File: config.mk
export PLATFORM = sky130hd
export DESIGN_NAME = serial_status_indicator_controller
export DESIGN_NICKNAME = d
export VERILOG_FILES = /design/src/rtl/ssic_pkg.sv /design/src/rtl/ssic_front.sv /design/src/rtl/ssic_back.sv /design/src/rtl/serial_status_indicator_controller.sv
export VERILOG_INCLUDE_DIRS = /design/src /design/src/rtl
export SDC_FILE = /design/constraint.sdc
export NUM_CORES = 1
export LEC_CHECK = 0
export ABC_AREA = 1
export ABC_CLOCK_PERIOD_IN_PS = 11100
export BUFFER_PORTS_ARGS = -buffer_cell sky130_fd_sc_hd__buf_2
export CAP_MARGIN = 20
export CORE_MARGIN = 3
export CORE_UTILIZATION = 25
export CTS_CLUSTER_SIZE = 40
export DETAILED_ROUTE_END_ITERATION = 12
export GPL_ROUTABILITY_DRIVEN = 0
export PLACE_DENSITY_LB_ADDON = 0.2
export REMOVE_ABC_BUFFERS = 1
export SLEW_MARGIN = 25
export SYNTH_ARGS = -nofsm -noshare
export SYNTH_HDL_FRONTEND = slang
export SYNTH_SLANG_ARGS = --single-unit
File: constraint.sdc
create_clock -name clock -period 11.1 [get_ports clock]
set_input_delay 2.22 -clock clock [delete_from_list [all_inputs] [get_ports clock]]
set_output_delay 2.22 -clock clock [all_outputs]
set_load 0.01 [all_outputs]
File: src/rtl/serial_status_indicator_controller_defines.svh
// ----------------------------------------------------------------------------
// Status indicator assertion macros
// Shared concurrent assertion helpers for the status indicator RTL.
// ----------------------------------------------------------------------------
`ifndef SERIAL_STATUS_INDICATOR_CONTROLLER_DEFINES_SVH
`define SERIAL_STATUS_INDICATOR_CONTROLLER_DEFINES_SVH

`ifndef ASSERT_OFF
// Property must hold at every clock edge outside reset.
`define SSIC_ASSERT(label, clk, rst, prop) \
   label: assert property (@(posedge clk) disable iff (rst) prop) \
      else $error("status indicator assertion failed");
// Condition must never be true outside reset.
`define SSIC_NEVER(label, clk, rst, cond) \
   label: assert property (@(posedge clk) disable iff (rst) !(cond)) \
      else $error("status indicator forbidden condition seen");
`else
`define SSIC_ASSERT(label, clk, rst, prop)
`define SSIC_NEVER(label, clk, rst, cond)
`endif

`endif

File: src/rtl/ssic_pkg.sv
// ----------------------------------------------------------------------------
// Status indicator package
// Types, constants and lookup functions shared by the status indicator RTL.
// ----------------------------------------------------------------------------
`timescale 1ns / 1ps
`default_nettype none

package ssic_pkg;

   localparam int LINE_DEPTH = 64;
   localparam int LINE_AW    = $clog2(LINE_DEPTH);
   localparam int QDEPTH     = 4;
   localparam int QAW        = $clog2(QDEPTH);

   localparam logic [1:0] KIND_BYTE = 2'd0;
   localparam logic [1:0] KIND_OK   = 2'd1;
   localparam logic [1:0] KIND_TICK = 2'd2;

   localparam logic [1:0] CSR_FRAME_INTERVAL = 2'd0;
   localparam logic [1:0] CSR_CHIRP_STEP     = 2'd1;
   localparam logic [1:0] CSR_ALARM_PERIOD   = 2'd2;

   localparam logic [15:0] FRAME_INTERVAL_RST = 16'd500;
   localparam logic [9:0]  CHIRP_STEP_RST     = 10'd80;
   localparam logic [9:0]  ALARM_PERIOD_RST   = 10'd700;

   localparam logic [9:0]  BEEP_LEN    = 10'd80;
   localparam logic [9:0]  BEEP2_START = 10'd160;
   localparam logic [9:0]  BEEP2_END   = 10'd240;
   localparam logic [10:0] ALARM_HZ    = 11'd880;
   localparam logic [12:0] CHIRP_MAX   = 13'd8191;

   localparam logic [7:0] CHAR_LF    = 8'h0A;
   localparam logic [7:0] CHAR_CR    = 8'h0D;
   localparam logic [7:0] CHAR_SPACE = 8'h20;
   localparam logic [7:0] CHAR_TAB   = 8'h09;

   localparam logic [63:0] WORD_IDLE     = {"idle", 32'h0};
   localparam logic [63:0] WORD_THINKING = "thinking";
   localparam logic [63:0] WORD_RUNNING  = {"running", 8'h0};
   localparam logic [63:0] WORD_SUCCESS  = {"success", 8'h0};
   localparam logic [63:0] WORD_ERROR    = {"error", 24'h0};
   localparam logic [63:0] WORD_KEY      = {"state", 24'h0};

   typedef enum logic [2:0] {
      STATUS_IDLE     = 3'd0,
      STATUS_THINKING = 3'd1,
      STATUS_RUNNING  = 3'd2,
      STATUS_SUCCESS  = 3'd3,
      STATUS_ERROR    = 3'd4
   } status_type;

   typedef enum logic [2:0] {
      CLS_CHAR,
      CLS_EOL,
      CLS_OK,
      CLS_TICK,
      CLS_NOP
   } cls_type;

   typedef enum logic [2:0] {
      BK_IDLE,
      BK_EXEC,
      BK_SCAN1,
      BK_MID,
      BK_SCAN2,
      BK_DECIDE,
      BK_EMIT
   } back_state_type;

   typedef struct packed {
      cls_type    cls;
      logic [7:0] data;
   } entry_type;

   typedef struct packed {
      logic [15:0] frame_interval;
      logic [9:0]  chirp_step;
      logic [9:0]  alarm_period;
   } cfg_type;

   typedef struct packed {
      logic [2:0]  status_code;
      logic [7:0]  red_level;
      logic [7:0]  green_level;
      logic [7:0]  blue_level;
      logic        tone_on;
      logic [10:0] tone_hz;
      logic        tone_soft;
      logic [6:0]  frame_index;
      logic        status_changed;
   } rsp_type;

   function automatic logic is_blank(input logic [7:0] c);
      return (c == CHAR_SPACE) || (c == CHAR_TAB);
   endfunction

   function automatic logic [63:0] word_bits(input logic [2:0] w);
      logic [63:0] r;
      case (w)
         STATUS_IDLE:     r = WORD_IDLE;
         STATUS_THINKING: r = WORD_THINKING;
         STATUS_RUNNING:  r = WORD_RUNNING;
         STATUS_SUCCESS:  r = WORD_SUCCESS;
         STATUS_ERROR:    r = WORD_ERROR;
         default:         r = '0;
      endcase
      return r;
   endfunction

   function automatic logic [3:0] word_len(input logic [2:0] w);
      logic [3:0] r;
      case (w)
         STATUS_IDLE:     r = 4'd4;
         STATUS_THINKING: r = 4'd8;
         STATUS_RUNNING:  r = 4'd7;
         STATUS_SUCCESS:  r = 4'd7;
         STATUS_ERROR:    r = 4'd5;
         default:         r = 4'd0;
      endcase
      return r;
   endfunction

   function automatic logic [7:0] char_at(input logic [63:0] w, input logic [2:0] j);
      return w[63 - 8 * j -: 8];
   endfunction

   function automatic logic [6:0] seq_len(input status_type s);
      logic [6:0] r;
      case (s)
         STATUS_IDLE:     r = 7'd70;
         STATUS_THINKING: r = 7'd15;
         STATUS_RUNNING:  r = 7'd65;
         STATUS_SUCCESS:  r = 7'd38;
         STATUS_ERROR:    r = 7'd20;
         default:         r = 7'd70;
      endcase
      return r;
   endfunction

   function automatic logic [23:0] led_rgb(input status_type s);
      logic [23:0] r;
      case (s)
         STATUS_IDLE:     r = {8'd0, 8'd0, 8'd0};
         STATUS_THINKING: r = {8'd0, 8'd0, 8'd255};
         STATUS_RUNNING:  r = {8'd255, 8'd180, 8'd0};
         STATUS_SUCCESS:  r = {8'd0, 8'd255, 8'd0};
         STATUS_ERROR:    r = {8'd255, 8'd0, 8'd0};
         default:         r = 24'd0;
      endcase
      return r;
   endfunction

   function automatic logic [10:0] note_hz(input logic [1:0] n);
      logic [10:0] r;
      case (n)
         2'd0:    r = 11'd660;
         2'd1:    r = 11'd880;
         2'd2:    r = 11'd1175;
         default: r = 11'd0;
      endcase
      return r;
   endfunction

endpackage

`default_nettype wire

File: src/rtl/ssic_front.sv
// ----------------------------------------------------------------------------
// Status indicator front end
// Accepts items, classifies them and holds them in a short queue.
// ----------------------------------------------------------------------------
`timescale 1ns / 1ps
`default_nettype none
`include "serial_status_indicator_controller_defines.svh"

module ssic_front import ssic_pkg::*; (
   input  wire logic       clock,
   input  wire logic       reset,
   input  wire logic       push,
   output logic            full,
   input  wire logic [1:0] req_kind,
   input  wire logic [7:0] req_data_byte,
   output logic            q_valid,
   output entry_type       q_head,
   input  wire logic       q_pop
);

   entry_type          q_mem [QDEPTH];
   logic [QAW-1:0]     wr_ptr_ff, wr_ptr_in;
   logic [QAW-1:0]     rd_ptr_ff, rd_ptr_in;
   logic [QAW:0]       count_ff, count_in;
   logic               wr_en, rd_en;
   entry_type          new_entry;

   always_comb begin
      new_entry.data = req_data_byte;
      case (req_kind)
         KIND_BYTE: begin
            new_entry.cls = ((req_data_byte == CHAR_LF) || (req_data_byte == CHAR_CR))
                            ? CLS_EOL : CLS_CHAR;
         end
         KIND_OK:   new_entry.cls = CLS_OK;
         KIND_TICK: new_entry.cls = CLS_TICK;
         default:   new_entry.cls = CLS_NOP;
      endcase
   end

   assign full    = (count_ff == (QAW+1)'(QDEPTH));
   assign q_valid = (count_ff != '0);
   assign q_head  = q_mem[rd_ptr_ff];
   assign wr_en   = push && !full;
   assign rd_en   = q_pop && q_valid;

   always_comb begin
      wr_ptr_in = wr_en ? wr_ptr_ff + 1'b1 : wr_ptr_ff;
      rd_ptr_in = rd_en ? rd_ptr_ff + 1'b1 : rd_ptr_ff;
      count_in  = count_ff;
      if (wr_en && !rd_en) begin
         count_in = count_ff + 1'b1;
      end else if (rd_en && !wr_en) begin
         count_in = count_ff - 1'b1;
      end
   end

   always_ff @(posedge clock) begin
      if (reset) begin
         wr_ptr_ff <= '0;
         rd_ptr_ff <= '0;
         count_ff  <= '0;
      end else begin
         wr_ptr_ff <= wr_ptr_in;
         rd_ptr_ff <= rd_ptr_in;
         count_ff  <= count_in;
      end
   end

   always_ff @(posedge clock) begin
      if (wr_en) begin
         q_mem[wr_ptr_ff] <= new_entry;
      end
   end

   `SSIC_NEVER(a_count_range, clock, reset, count_ff > (QAW+1)'(QDEPTH))
   `SSIC_ASSERT(a_ptr_gap, clock, reset, (wr_ptr_ff - rd_ptr_ff) == count_ff[QAW-1:0])
   `SSIC_ASSERT(a_pop_empty, clock, reset, (q_pop && !q_valid) |=> $stable(rd_ptr_ff))

endmodule

`default_nettype wire

File: src/rtl/ssic_back.sv
// ----------------------------------------------------------------------------
// Status indicator back end
// Executes queued items: line buffer, command decode, timers and tones.
// ----------------------------------------------------------------------------
`timescale 1ns / 1ps
`default_nettype none
`include "serial_status_indicator_controller_defines.svh"

module ssic_back import ssic_pkg::*; (
   input  wire logic       clock,
   input  wire logic       reset,
   input  wire cfg_type    cfg,
   input  wire logic       q_valid,
   input  wire entry_type  q_head,
   output logic            q_pop,
   output logic            empty,
   input  wire logic       pop,
   output rsp_type         rsp
);

   localparam logic [LINE_AW-1:0] LINE_LAST = LINE_AW'(LINE_DEPTH - 1);

   back_state_type      state_ff, state_in;
   entry_type           item_ff, item_in;

   logic [7:0]          line_mem [LINE_DEPTH];
   logic [7:0]          rd_data_ff;
   logic                mem_we;
   logic                issue;

   logic [LINE_AW-1:0]  len_ff, len_in;
   logic [LINE_AW-1:0]  ptr_ff, ptr_in;
   logic [LINE_AW-1:0]  idx_d_ff;
   logic                vld_d_ff;
   logic                fnd_ff, fnd_in;
   logic [LINE_AW-1:0]  first_ff, first_in;
   logic                kw_ff, kw_in;
   logic                sec_fnd_ff, sec_fnd_in;
   logic [LINE_AW-1:0]  sec_ff, sec_in;
   logic [LINE_AW-1:0]  lo_ff, lo_in;
   logic [LINE_AW-1:0]  hi_ff, hi_in;
   logic [4:0]          match_ff, match_in;

   status_type          status_ff, status_in;
   logic [9:0]          phase_ff, phase_in;
   logic [15:0]         fe_ff, fe_in;
   logic [6:0]          fn_ff, fn_in;
   logic                chirp_ff, chirp_in;
   logic [12:0]         ce_ff, ce_in;
   logic                changed_ff, changed_in;

   logic                rsp_valid_ff, rsp_valid_in;
   rsp_type             rsp_ff, rsp_in;

   // Scratch values for the datapath.
   logic [LINE_AW-1:0]  rel;
   logic [LINE_AW-1:0]  span;
   logic [10:0]         phase_nxt;
   logic [16:0]         fe_nxt;
   logic [7:0]          fn_nxt;
   logic [9:0]          div;
   logic [2:0]          step;
   logic [23:0]         rgb;
   logic                found;
   status_type          code;

   // ---------------------------------------------------------------- next state
   always_comb begin
      state_in = state_ff;
      case (state_ff)
         BK_IDLE: begin
            if (q_valid && !rsp_valid_ff) begin
               state_in = BK_EXEC;
            end
         end
         BK_EXEC: begin
            if ((item_ff.cls == CLS_EOL) && (len_ff != '0)) begin
               state_in = BK_SCAN1;
            end else begin
               state_in = BK_EMIT;
            end
         end
         BK_SCAN1: begin
            if ((ptr_ff == len_ff) && !vld_d_ff) begin
               state_in = BK_MID;
            end
         end
         BK_MID: begin
            state_in = fnd_ff ? BK_SCAN2 : BK_EMIT;
         end
         BK_SCAN2: begin
            if ((ptr_ff == hi_ff) && !vld_d_ff) begin
               state_in = BK_DECIDE;
            end
         end
         BK_DECIDE: state_in = BK_EMIT;
         BK_EMIT:   state_in = BK_IDLE;
         default:   state_in = BK_IDLE;
      endcase
   end

   // ---------------------------------------------------------------- outputs
   always_comb begin
      q_pop  = (state_ff == BK_IDLE) && q_valid && !rsp_valid_ff;
      mem_we = (state_ff == BK_EXEC) && (item_ff.cls == CLS_CHAR) && (len_ff < LINE_LAST);
      issue  = ((state_ff == BK_SCAN1) && (ptr_ff != len_ff)) ||
               ((state_ff == BK_SCAN2) && (ptr_ff != hi_ff));
   end

   // ---------------------------------------------------------------- datapath
   always_comb begin
      item_in    = item_ff;
      len_in     = len_ff;
      ptr_in     = issue ? ptr_ff + 1'b1 : ptr_ff;
      fnd_in     = fnd_ff;
      first_in   = first_ff;
      kw_in      = kw_ff;
      sec_fnd_in = sec_fnd_ff;
      sec_in     = sec_ff;
      lo_in      = lo_ff;
      hi_in      = hi_ff;
      match_in   = match_ff;
      status_in  = status_ff;
      phase_in   = phase_ff;
      fe_in      = fe_ff;
      fn_in      = fn_ff;
      chirp_in   = chirp_ff;
      ce_in      = ce_ff;
      changed_in = changed_ff;
      rsp_valid_in = rsp_valid_ff && !pop;
      rsp_in     = rsp_ff;
      rel        = '0;
      span       = hi_ff - lo_ff;
      phase_nxt  = {1'b0, phase_ff} + 11'd1;
      fe_nxt     = {1'b0, fe_ff} + 17'd1;
      fn_nxt     = {1'b0, fn_ff} + 8'd1;
      div        = (cfg.chirp_step == '0) ? 10'd1 : cfg.chirp_step;
      step       = 3'd0;
      rgb        = led_rgb(status_ff);
      found      = 1'b0;
      code       = STATUS_IDLE;

      case (state_ff)
         BK_IDLE: begin
            if (q_pop) begin
               item_in    = q_head;
               changed_in = 1'b0;
            end
         end
         BK_EXEC: begin
            case (item_ff.cls)
               CLS_CHAR: begin
                  len_in = (len_ff < LINE_LAST) ? len_ff + 1'b1 : '0;
               end
               CLS_EOL: begin
                  ptr_in     = '0;
                  fnd_in     = 1'b0;
                  kw_in      = 1'b0;
                  sec_fnd_in = 1'b0;
                  hi_in      = '0;
               end
               CLS_OK: begin
                  if (status_ff == STATUS_ERROR) begin
                     status_in  = STATUS_IDLE;
                     chirp_in   = 1'b0;
                     fn_in      = '0;
                     fe_in      = '0;
                     changed_in = 1'b1;
                  end
               end
               CLS_TICK: begin
                  phase_in = (phase_nxt >= {1'b0, cfg.alarm_period}) ? '0 : phase_nxt[9:0];
                  if (chirp_ff && (ce_ff < CHIRP_MAX)) begin
                     ce_in = ce_ff + 1'b1;
                  end
                  if (fe_nxt >= {1'b0, cfg.frame_interval}) begin
                     fe_in = '0;
                     fn_in = (fn_nxt >= {1'b0, seq_len(status_ff)}) ? '0 : fn_nxt[6:0];
                  end else begin
                     fe_in = fe_nxt[15:0];
                  end
               end
               default: begin
               end
            endcase
         end
         BK_SCAN1: begin
            // Finds the trimmed span and checks for the leading keyword.
            if (vld_d_ff) begin
               rel = idx_d_ff - first_ff;
               if (!is_blank(rd_data_ff)) begin
                  hi_in = idx_d_ff + 1'b1;
               end
               if (!fnd_ff) begin
                  if (!is_blank(rd_data_ff)) begin
                     fnd_in   = 1'b1;
                     first_in = idx_d_ff;
                     kw_in    = (rd_data_ff == char_at(WORD_KEY, 3'd0));
                  end
               end else if (rel < LINE_AW'(5)) begin
                  kw_in = kw_ff && (rd_data_ff == char_at(WORD_KEY, rel[2:0]));
               end else if (rel == LINE_AW'(5)) begin
                  kw_in = kw_ff && is_blank(rd_data_ff);
               end else if (!is_blank(rd_data_ff) && !sec_fnd_ff) begin
                  sec_fnd_in = 1'b1;
                  sec_in     = idx_d_ff;
               end
            end
         end
         BK_MID: begin
            if (fnd_ff) begin
               lo_in    = (kw_ff && sec_fnd_ff) ? sec_ff : first_ff;
               ptr_in   = (kw_ff && sec_fnd_ff) ? sec_ff : first_ff;
               match_in = '1;
            end else begin
               len_in = '0;
            end
         end
         BK_SCAN2: begin
            if (vld_d_ff) begin
               rel = idx_d_ff - lo_ff;
               for (int w = 0; w < 5; w++) begin
                  if ((rel >= LINE_AW'(word_len(3'(w)))) ||
                      (rd_data_ff != char_at(word_bits(3'(w)), rel[2:0]))) begin
                     match_in[w] = 1'b0;
                  end
               end
            end
         end
         BK_DECIDE: begin
            len_in = '0;
            for (int w = 4; w >= 0; w--) begin
               if (match_ff[w] && (span == LINE_AW'(word_len(3'(w))))) begin
                  found = 1'b1;
                  code  = status_type'(3'(w));
               end
            end
            if (found && (code != status_ff)) begin
               status_in  = code;
               chirp_in   = (code == STATUS_SUCCESS);
               if (code == STATUS_SUCCESS) begin
                  ce_in = '0;
               end
               fn_in      = '0;
               fe_in      = '0;
               changed_in = 1'b1;
            end
         end
         BK_EMIT: begin
            rsp_in.status_code    = status_ff;
            rsp_in.red_level      = rgb[23:16];
            rsp_in.green_level    = rgb[15:8];
            rsp_in.blue_level     = rgb[7:0];
            rsp_in.tone_on        = 1'b0;
            rsp_in.tone_hz        = '0;
            rsp_in.tone_soft      = 1'b0;
            rsp_in.frame_index    = fn_ff;
            rsp_in.status_changed = changed_ff;
            if ((status_ff == STATUS_ERROR) &&
                ((phase_ff < BEEP_LEN) ||
                 ((phase_ff >= BEEP2_START) && (phase_ff < BEEP2_END)))) begin
               rsp_in.tone_on   = 1'b1;
               rsp_in.tone_hz   = ALARM_HZ;
               rsp_in.tone_soft = 1'b1;
            end
            if (chirp_ff) begin
               // Chirp step is the count of step boundaries already passed.
               for (int k = 1; k <= 6; k++) begin
                  if (ce_ff >= 13'(div * 13'(k))) begin
                     step = step + 3'd1;
                  end
               end
               if (step >= 3'd6) begin
                  chirp_in = 1'b0;
               end else if (!step[0]) begin
                  rsp_in.tone_on   = 1'b1;
                  rsp_in.tone_hz   = note_hz(step[2:1]);
                  rsp_in.tone_soft = 1'b0;
               end
            end
            rsp_valid_in = 1'b1;
         end
         default: begin
         end
      endcase
   end

   always_ff @(posedge clock) begin
      if (reset) begin
         state_ff     <= BK_IDLE;
         len_ff       <= '0;
         status_ff    <= STATUS_IDLE;
         phase_ff     <= '0;
         fe_ff        <= '0;
         fn_ff        <= '0;
         chirp_ff     <= 1'b0;
         ce_ff        <= '0;
         rsp_valid_ff <= 1'b0;
         vld_d_ff     <= 1'b0;
      end else begin
         state_ff     <= state_in;
         len_ff       <= len_in;
         status_ff    <= status_in;
         phase_ff     <= phase_in;
         fe_ff        <= fe_in;
         fn_ff        <= fn_in;
         chirp_ff     <= chirp_in;
         ce_ff        <= ce_in;
         rsp_valid_ff <= rsp_valid_in;
         vld_d_ff     <= issue;
      end
   end

   always_ff @(posedge clock) begin
      item_ff    <= item_in;
      ptr_ff     <= ptr_in;
      idx_d_ff   <= ptr_ff;
      fnd_ff     <= fnd_in;
      first_ff   <= first_in;
      kw_ff      <= kw_in;
      sec_fnd_ff <= sec_fnd_in;
      sec_ff     <= sec_in;
      lo_ff      <= lo_in;
      hi_ff      <= hi_in;
      match_ff   <= match_in;
      changed_ff <= changed_in;
      rsp_ff     <= rsp_in;
   end

   always_ff @(posedge clock) begin
      if (mem_we) begin
         line_mem[len_ff] <= item_ff.data;
      end
      rd_data_ff <= line_mem[ptr_ff];
   end

   assign empty = !rsp_valid_ff;
   assign rsp   = rsp_ff;

   `SSIC_NEVER(a_emit_overwrite, clock, reset, (state_ff == BK_EMIT) && rsp_valid_ff)
   `SSIC_ASSERT(a_chirp_success, clock, reset, chirp_ff |-> (status_ff == STATUS_SUCCESS))
   `SSIC_ASSERT(a_line_len, clock, reset, len_ff <= LINE_LAST)
   `SSIC_ASSERT(a_pop_idle, clock, reset, q_pop |=> (state_ff == BK_EXEC))

endmodule

`default_nettype wire

File: src/rtl/serial_status_indicator_controller.sv
// ----------------------------------------------------------------------------
// Serial status indicator controller
// Turns serial status commands, button presses and ms ticks into LED/tone.
// ----------------------------------------------------------------------------
// Usage: items enter through push/full with req_kind (0 serial byte, 1 OK
// press, 2 millisecond tick) and req_data_byte. Every item yields exactly one
// result, presented on the rsp_ ports while empty is low and taken with pop.
// A four-entry input queue decouples the front end from the execution engine.
// The engine writes each result into a one-entry result register and starts
// the next item only once that result has been taken; while the consumer
// stalls, the input queue fills and full rises.
// Flow: a tick, button press or ordinary byte passes from the input queue
// through the item register and the emit state into the result register;
// the engine finishes one item before it takes the next. A line end reads
// the stored line once and, if it holds a non-blank character, the trimmed
// command once more, one character per cycle.
// Reset (synchronous, active high) empties both queues, clears the line, sets
// the status to idle with all timers at zero, and loads the default register
// values: 500 ms frame interval, 80 ms chirp step, 700 ms alarm period.
// Registers are to be written through csr_we/csr_index/csr_wdata only while
// no item is in flight; the block itself does not enforce this.
// ----------------------------------------------------------------------------
`timescale 1ns / 1ps
`default_nettype none

module serial_status_indicator_controller import ssic_pkg::*; (
   input  wire logic        clock,
   input  wire logic        reset,
   input  wire logic        push,
   output logic             full,
   input  wire logic [1:0]  req_kind,
   input  wire logic [7:0]  req_data_byte,
   output logic             empty,
   input  wire logic        pop,
   output logic [2:0]       rsp_status_code,
   output logic [7:0]       rsp_red_level,
   output logic [7:0]       rsp_green_level,
   output logic [7:0]       rsp_blue_level,
   output logic             rsp_tone_on,
   output logic [10:0]      rsp_tone_hz,
   output logic             rsp_tone_soft,
   output logic [6:0]       rsp_frame_index,
   output logic             rsp_status_changed,
   input  wire logic        csr_we,
   input  wire logic [1:0]  csr_index,
   input  wire logic [15:0] csr_wdata
);

   cfg_type   cfg_ff, cfg_in;
   logic      q_valid;
   logic      q_pop;
   entry_type q_head;
   rsp_type   rsp;

   // Configuration registers; writes to an unused index are dropped.
   always_comb begin
      cfg_in = cfg_ff;
      if (csr_we) begin
         case (csr_index)
            CSR_FRAME_INTERVAL: cfg_in.frame_interval = csr_wdata;
            CSR_CHIRP_STEP:     cfg_in.chirp_step     = csr_wdata[9:0];
            CSR_ALARM_PERIOD:   cfg_in.alarm_period   = csr_wdata[9:0];
            default:            cfg_in = cfg_ff;
         endcase
      end
   end

   always_ff @(posedge clock) begin
      if (reset) begin
         cfg_ff.frame_interval <= FRAME_INTERVAL_RST;
         cfg_ff.chirp_step     <= CHIRP_STEP_RST;
         cfg_ff.alarm_period   <= ALARM_PERIOD_RST;
      end else begin
         cfg_ff <= cfg_in;
      end
   end

   // Front end: classifies each item and queues it for the engine.
   ssic_front u_front (
      .clock         (clock),
      .reset         (reset),
      .push          (push),
      .full          (full),
      .req_kind      (req_kind),
      .req_data_byte (req_data_byte),
      .q_valid       (q_valid),
      .q_head        (q_head),
      .q_pop         (q_pop)
   );

   // Back end: line buffer, decoder, timers and the result register.
   ssic_back u_back (
      .clock   (clock),
      .reset   (reset),
      .cfg     (cfg_ff),
      .q_valid (q_valid),
      .q_head  (q_head),
      .q_pop   (q_pop),
      .empty   (empty),
      .pop     (pop),
      .rsp     (rsp)
   );

   assign rsp_status_code    = rsp.status_code;
   assign rsp_red_level      = rsp.red_level;
   assign rsp_green_level    = rsp.green_level;
   assign rsp_blue_level     = rsp.blue_level;
   assign rsp_tone_on        = rsp.tone_on;
   assign rsp_tone_hz        = rsp.tone_hz;
   assign rsp_tone_soft      = rsp.tone_soft;
   assign rsp_frame_index    = rsp.frame_index;
   assign rsp_status_changed = rsp.status_changed;

endmodule

`default_nettype wire
==> reports/results.ini, run 1 <==
[sta]
skew_ns = 0.06905
maxSlewHeadroom_pct = 34.27
hold_viol = 0
setup_violations = 0
post-route-period-util_pct = 59.08
final_critical_path_setup_slack_ns = 4.542
setup_tns_ns = 0
tightest_slew_ns = 0.9832
drv_slew = 0
fmax_mhz = 152.5
rsz0062_at_grt = false
min_period_ns = 6.558

[clock_network]
cts_resized = 0
cts_buffer_depth = 3
post_cts_buffers = 0
clockRootBuffer = clkbuf_16
cts_tree = done
clk_pin_slew_ns = 0.07
cts_buffers = 85
clk-insertion-delay-late_ns = 0.69
htree_levels = 3
cts_sinks = 746
cts-hold-fix-buffers = 0

[power]
irDropWorstVdd_mv = 0.1753
finalPower_mw = 9.642
power_density_nw_per_um2 = 237.3
p_leak_nw = 14.79

[grt]
grt_max_degree = 147
grt_pass1_vias = 24543
grt_pass1_wl_mm = 155.2
antenna_found_initial = 0
grt_usage_pct = 13.61
grt.overflow.total = 0

[placement]
dpl_cell_area_um2 = 37950
port_buffers = 81
hpwlAfterDp_mm = 63.70
dp_slack_ns = 4.507

[synthesis]
synth-async-reset-ratio_pct = 0
syn-mean-instance-area_um2 = 10.14
netlist_area_um2 = 35770
synth_edf_count = 622
yosys_warnings = 0
ys.flop_type = edfxtp_1
synth_top_cell_by_area = edfxtp_1
synth.distinct_cells = 57
synth_top_area_share_pct = 52.22
synthCells = 3528
synthTopCellsByArea = edfxtp_1, dfxtp_1, nor2_1
synth_seq_cells = 746
yosysSeqAreaShare_pct = 59.16

[job]
cap_violations = 0

[worst_hold_path]
min-delay-path-class = reg2reg

[drt]
totalWireLength_mm = 102.6
drtIter0Drc = 1650
vias = 25372
viasPerCell = 4.611
drtAntennaViolNets = 0
wl_per_cell_um = 18.65
first_pass_iters = 5
drc = 0

[floorplanning]
rows = 138
io_pins = 83
die_h_um = 384.3
coreArea_um2 = 141800
die_w_um = 384.3
dieArea_um2 = 147700
initial_utilization_pct = 25.23

[critical_path]
worst-setup-path-type = reg2reg
cp_num_buf_inv = 4
crit_path_end_kind = flop
crit_required_ns = 11.42
critPathTopFamily = simple AND/OR/NAND/NOR gates
max_stage_delay_ns = 0.46
arrival_ns = 6.88
start_kind = flop
cp_common_cell = nand2_1
cp_slowest_cell = fa_1
crit_fanout = 9

[final_layout]
layout_common_cells = edfxtp_1, nor2_1, o21ai_0
drive_gt1_share_pct = 7.835
num-nets-final = 3752
antenna_cells = 0
layout_commonest_cell = edfxtp_1
stdcell_area_um2 = 40640
area_growth_pct = 13.61

[status]
status = completed

-- area by class of cell --
class | instances | area [um2]
clock buffer | 109 | 2280
clock inverter | 46 | 404.1
fill | 14784 | 101100
inverter | 285 | 1079
multi-input combinational | 2315 | 12710
sequential | 746 | 21170
tap | 1890 | 2365
timing repair buffer | 111 | 630.6
-- power breakdown --
group | internal [mW] | switching [mW] | leakage, nW | total (mW)
logic | 0.848 | 2.31 | 6.85 | 3.15
clock network | 1.53 | 1.21 | 1.30 | 2.74
registers | 3.51 | 0.235 | 6.64 | 3.75
-- cell usage after synthesis (7+ instances only) --
cell      count
buf_4        28
o22ai_1     149
buf_1         9
a21oi_1     159
o21ai_0     414
xor2_1       64
o32ai_1       8
nand4_1      45
ha_1        169
nand2_1     370
nand2_2      11
nand3_1     136
nor2_1      608
xnor2_1      19
nor3_1       33
a211oi_1      7
nor4_1        8
o31ai_1      12
buf_2        18
dfxtp_1     124
clkbuf_1    122
o211ai_1     17
o221ai_1      8
inv_1       276
edfxtp_1    622
-- through the flow --
stage	std cells	utilization (%)	hold WS [ns]
floorplan	3346	-	0.3848
global placement	5347	26.77	0.4242
detailed placement	5347	26.77	0.4130
CTS	5502	28.67	0.4391
global route	5502	28.67	0.4629
finish	5502	28.67	0.4350
-- path summary, 6_finish.rpt --
kind / slack [ns] / cells after the start / end / start
min reg2reg: 0.44 / 0 / u_back.rsp[0]$_DFFE_PP_ / u_back.changed_ff$_DFFE_PP_
max reg2reg: 4.54 / 36 / u_back.rsp[18]$_DFFE_PP_ / cfg_ff[18]$_SDFFE_PP0P_
min: 0.44 / 0 / u_back.rsp[0]$_DFFE_PP_ / u_back.changed_ff$_DFFE_PP_
max: 4.54 / 36 / u_back.rsp[18]$_DFFE_PP_ / cfg_ff[18]$_SDFFE_PP0P_
-- cell families after synthesis --
family | count (synthesis) | share of synthesized area (%)
other cells | 1 | 0.01048
flops | 746 | 59.16
mux | 1 | 0.03148
fa+ha+maj | 175 | 6.247
buf+inv | 467 | 5.362
simple gates | 1245 | 14.51
xor+xnor | 83 | 2.032
compound gates | 810 | 12.65
-- state kept, by name (all words and copies together), names as in the netlist, 10 cells and up --
signal,flops
cfg_ff,36
u_back.ce_ff,13
u_back.fe_ff,16
u_back.item_ff,11
u_back.line_mem,512
u_back.phase_ff,10
u_back.rsp,22
u_front.q_mem,44
-- metal layers --
layer | global-route usage, % | vias up | wire length (um)
met1 | 18.48 | 12405 | 48300
met5 | 0 | - | 0
met2 | 22.57 | 411 | 48370
met4 | 3.293 | 0 | 2225
li1 | - | 12420 | -
met3 | 2.239 | 136 | 3690
Note: power is estimated with default switching activity, not from simulation.
==> run 2: changes to the inputs <==
--- a/config.mk
+++ b/config.mk
@@ -7,7 +7,7 @@
 export NUM_CORES = 1
 export LEC_CHECK = 0
 export ABC_AREA = 1
-export ABC_CLOCK_PERIOD_IN_PS = 11100
+export ABC_CLOCK_PERIOD_IN_PS = 6800
 export BUFFER_PORTS_ARGS = -buffer_cell sky130_fd_sc_hd__buf_2
 export CAP_MARGIN = 20
 export CORE_MARGIN = 3
==> constraint.sdc (replaced) <==
create_clock -name clock -period 6.8 [get_ports clock]
set_input_delay 1.36 -clock clock [delete_from_list [all_inputs] [get_ports clock]]
set_output_delay 1.36 -clock clock [all_outputs]
set_load 0.01 [all_outputs]
==> reports/results.ini, run 2 (synthesis gave the netlist of run 1 again) <==
[critical_path]
worst-setup-path-type = reg2reg
cp_common_cell = nand2_1
r2r-start = cfg_ff[18]$_SDFFE_PP0P_
worstSetupStartpoint = cfg_ff[18]$_SDFFE_PP0P_
cp-endpoint = u_back.rsp[18]$_DFFE_PP_
crit_path_end_kind = flop
rrSetupSlack_ns = 0.58  ; -3.97 ns
start_kind = flop
cp_num_buf_inv = 4  ; unchanged
cp_num_cells = 36  ; unchanged
crit_required_ns = 7.15  ; -4.27 ns
arrival_ns = 6.58  ; -0.30 ns
cp_slowest_cell = fa_1
r2r_cells = 36  ; unchanged
max_stage_delay_ns = 0.47  ; about the same
crit_fanout = 7  ; -2
critPathTopFamily = simple AND/OR/NAND/NOR gates
r2r_end = u_back.rsp[18]$_DFFE_PP_

[drt]
drtAntennaViolNets = 0  ; unchanged
drtIter0Drc = 1547  ; -6.2%
vias = 25434  ; +0.24%
totalWireLength_mm = 103.0  ; +0.43%
wl_per_cell_um = 18.70  ; +0.28%
viasPerCell = 4.616  ; about the same
drc = 0  ; unchanged
first_pass_iters = 5  ; unchanged

[floorplanning]
initial_utilization_pct = 25.23  ; unchanged
coreArea_um2 = 141800  ; unchanged
die_h_um = 384.3  ; unchanged
dieArea_um2 = 147700  ; unchanged
io_pins = 83  ; unchanged
rows = 138  ; unchanged
die_w_um = 384.3  ; unchanged

[sta]
hold_ws_ns = 0.4342  ; -0.0008050 ns
skew_ns = 0.04190  ; -0.02715 ns
setup_tns_ns = 0  ; unchanged
fmax_mhz = 160.7  ; +5.4%
hold_viol = 0  ; unchanged
rsz0062_at_grt = false
min_period_ns = 6.225  ; -0.3338 ns
drv_slew = 0  ; unchanged
setup_violations = 0  ; unchanged
tightest_slew_ns = 0.9857  ; +0.002454 ns
maxSlewHeadroom_pct = 34.11  ; -0.16 points
final_critical_path_setup_slack_ns = 0.5754  ; -3.966 ns
post-route-period-util_pct = 91.54  ; +32 points

[placement]
dpl_cell_area_um2 = 37980  ; about the same
hpwlAfterDp_mm = 64.69  ; +1.6%
port_buffers = 81  ; unchanged
dp_slack_ns = 0.3765  ; -4.131 ns

[grt]
busiest_layer = met2
grt_use_met3_pct = 2.055  ; -0.18 points
grt_pass1_vias = 24291  ; -1.0%
antenna_found_initial = 1  ; +1
grt.overflow.total = 0  ; unchanged
met1_usage_pct = 18.98  ; +0.49 points
met2_usage_pct = 22.28  ; -0.29 points
grt_max_degree = 98  ; -33%
grt_pass1_wl_mm = 155.1  ; about the same
grt_usage_pct = 13.64  ; +0.031 points

[final_layout]
drive_gt1_share_pct = 7.983  ; +0.15 points
largest_reg_flops = 512  ; unchanged
layout_common_cells = edfxtp_1, nor2_1, o21ai_0
area_growth_pct = 13.92
top_register = u_back.line_mem
antenna_cells = 0  ; unchanged
reg_top3 = u_back.line_mem x512, u_front.q_mem x44, cfg_ff x36
num-nets-final = 3755  ; +0.080%
layout_commonest_cell = edfxtp_1
stdcell_area_um2 = 40750  ; +0.28%

[power]
p_leak_nw = 14.84  ; +0.33%
finalPower_mw = 15.83  ; +64%
irDropWorstVdd_mv = 0.2973  ; +70%
power_density_nw_per_um2 = 388.5  ; +64%

[clock_network]
post_cts_buffers = 0  ; unchanged
clockRootBuffer = clkbuf_16
cts_buffer_depth = 3  ; unchanged
cts_buffers = 85  ; unchanged
htree_levels = 3  ; unchanged
cts_tree = done
cts_sinks = 746  ; unchanged
clk_pin_slew_ns = 0.06  ; about the same
clk-insertion-delay-late_ns = 0.69  ; about the same

[status]
status = completed

[worst_hold_path]
min-delay-path-class = reg2reg

[job]
cap_violations = 0  ; unchanged

## run 2: worst min-delay path by stage
stage,startpoint,to,slack [ns],cells past startpoint
3_3_place_gp,u_back.changed_ff$_DFFE_PP_,u_back.rsp[0]$_DFFE_PP_,0.42,0
4_1_cts,u_back.changed_ff$_DFFE_PP_,u_back.rsp[0]$_DFFE_PP_,0.43,0
6_report,u_back.changed_ff$_DFFE_PP_,u_back.rsp[0]$_DFFE_PP_,0.43,0
3_5_place_dp,u_back.changed_ff$_DFFE_PP_,u_back.rsp[0]$_DFFE_PP_,0.42,0
2_1_floorplan,u_back.ptr_ff[5]$_DFF_P_,u_back.idx_d_ff[5]$_DFF_P_,0.38,0
5_1_grt,u_back.changed_ff$_DFFE_PP_,u_back.rsp[0]$_DFFE_PP_,0.44,0
## run 2: through the flow
stage,cells,utilization (%)
finish,5510,28.75
global route,5510,28.75
CTS,5510,28.73
detailed placement,5350,26.79
global placement,5350,26.79
floorplan,3346,-
## run 2: final cells by class
| class | count | area, um2 |
|---|---|---|
| Timing Repair Buffer | 114 | 665.6 |
| Tap cell | 1890 | 2365 |
| Sequential cell | 746 | 21170 |
| Clock inverter | 41 | 427.9 |
| Clock buffer | 119 | 2317 |
| Multi-Input combinational cell | 2315 | 12720 |
| Fill cell | 14765 | 101000 |
| Inverter | 285 | 1079 |
## run 2: worst register-to-register path, delay by kind of cell (launching register included)
kind | cells | cell delay [ns]
AND/OR/NAND/NOR | 20 | 2.18
flip-flops | 1 | 0.33
AO/OA/AOI/OAI | 6 | 1.16
buffers and inverters | 4 | 0.48
adder cells (fa/ha/maj) | 6 | 1.77
## run 2: timing repair
action | 4_1_cts | 5_1_grt
hold buffers | 0 | 0
setup endpoints to repair | 0 | 5
resized for setup | 0 | 5
## run 2: power by group
part | total [mW] | internal [mW] | switching [mW]
clock | 4.54 | 2.59 | 1.95
combinational | 5.18 | 1.40 | 3.78
sequential | 6.12 | 5.74 | 0.382
total | 15.8 | 9.72 | 6.11
## run 2: metal layers
layer	vias up	wire length (um)
li1	12453	-
met4	0	1964
met3	110	3608
met1	12457	49070
met5	-	0
met2	414	48380
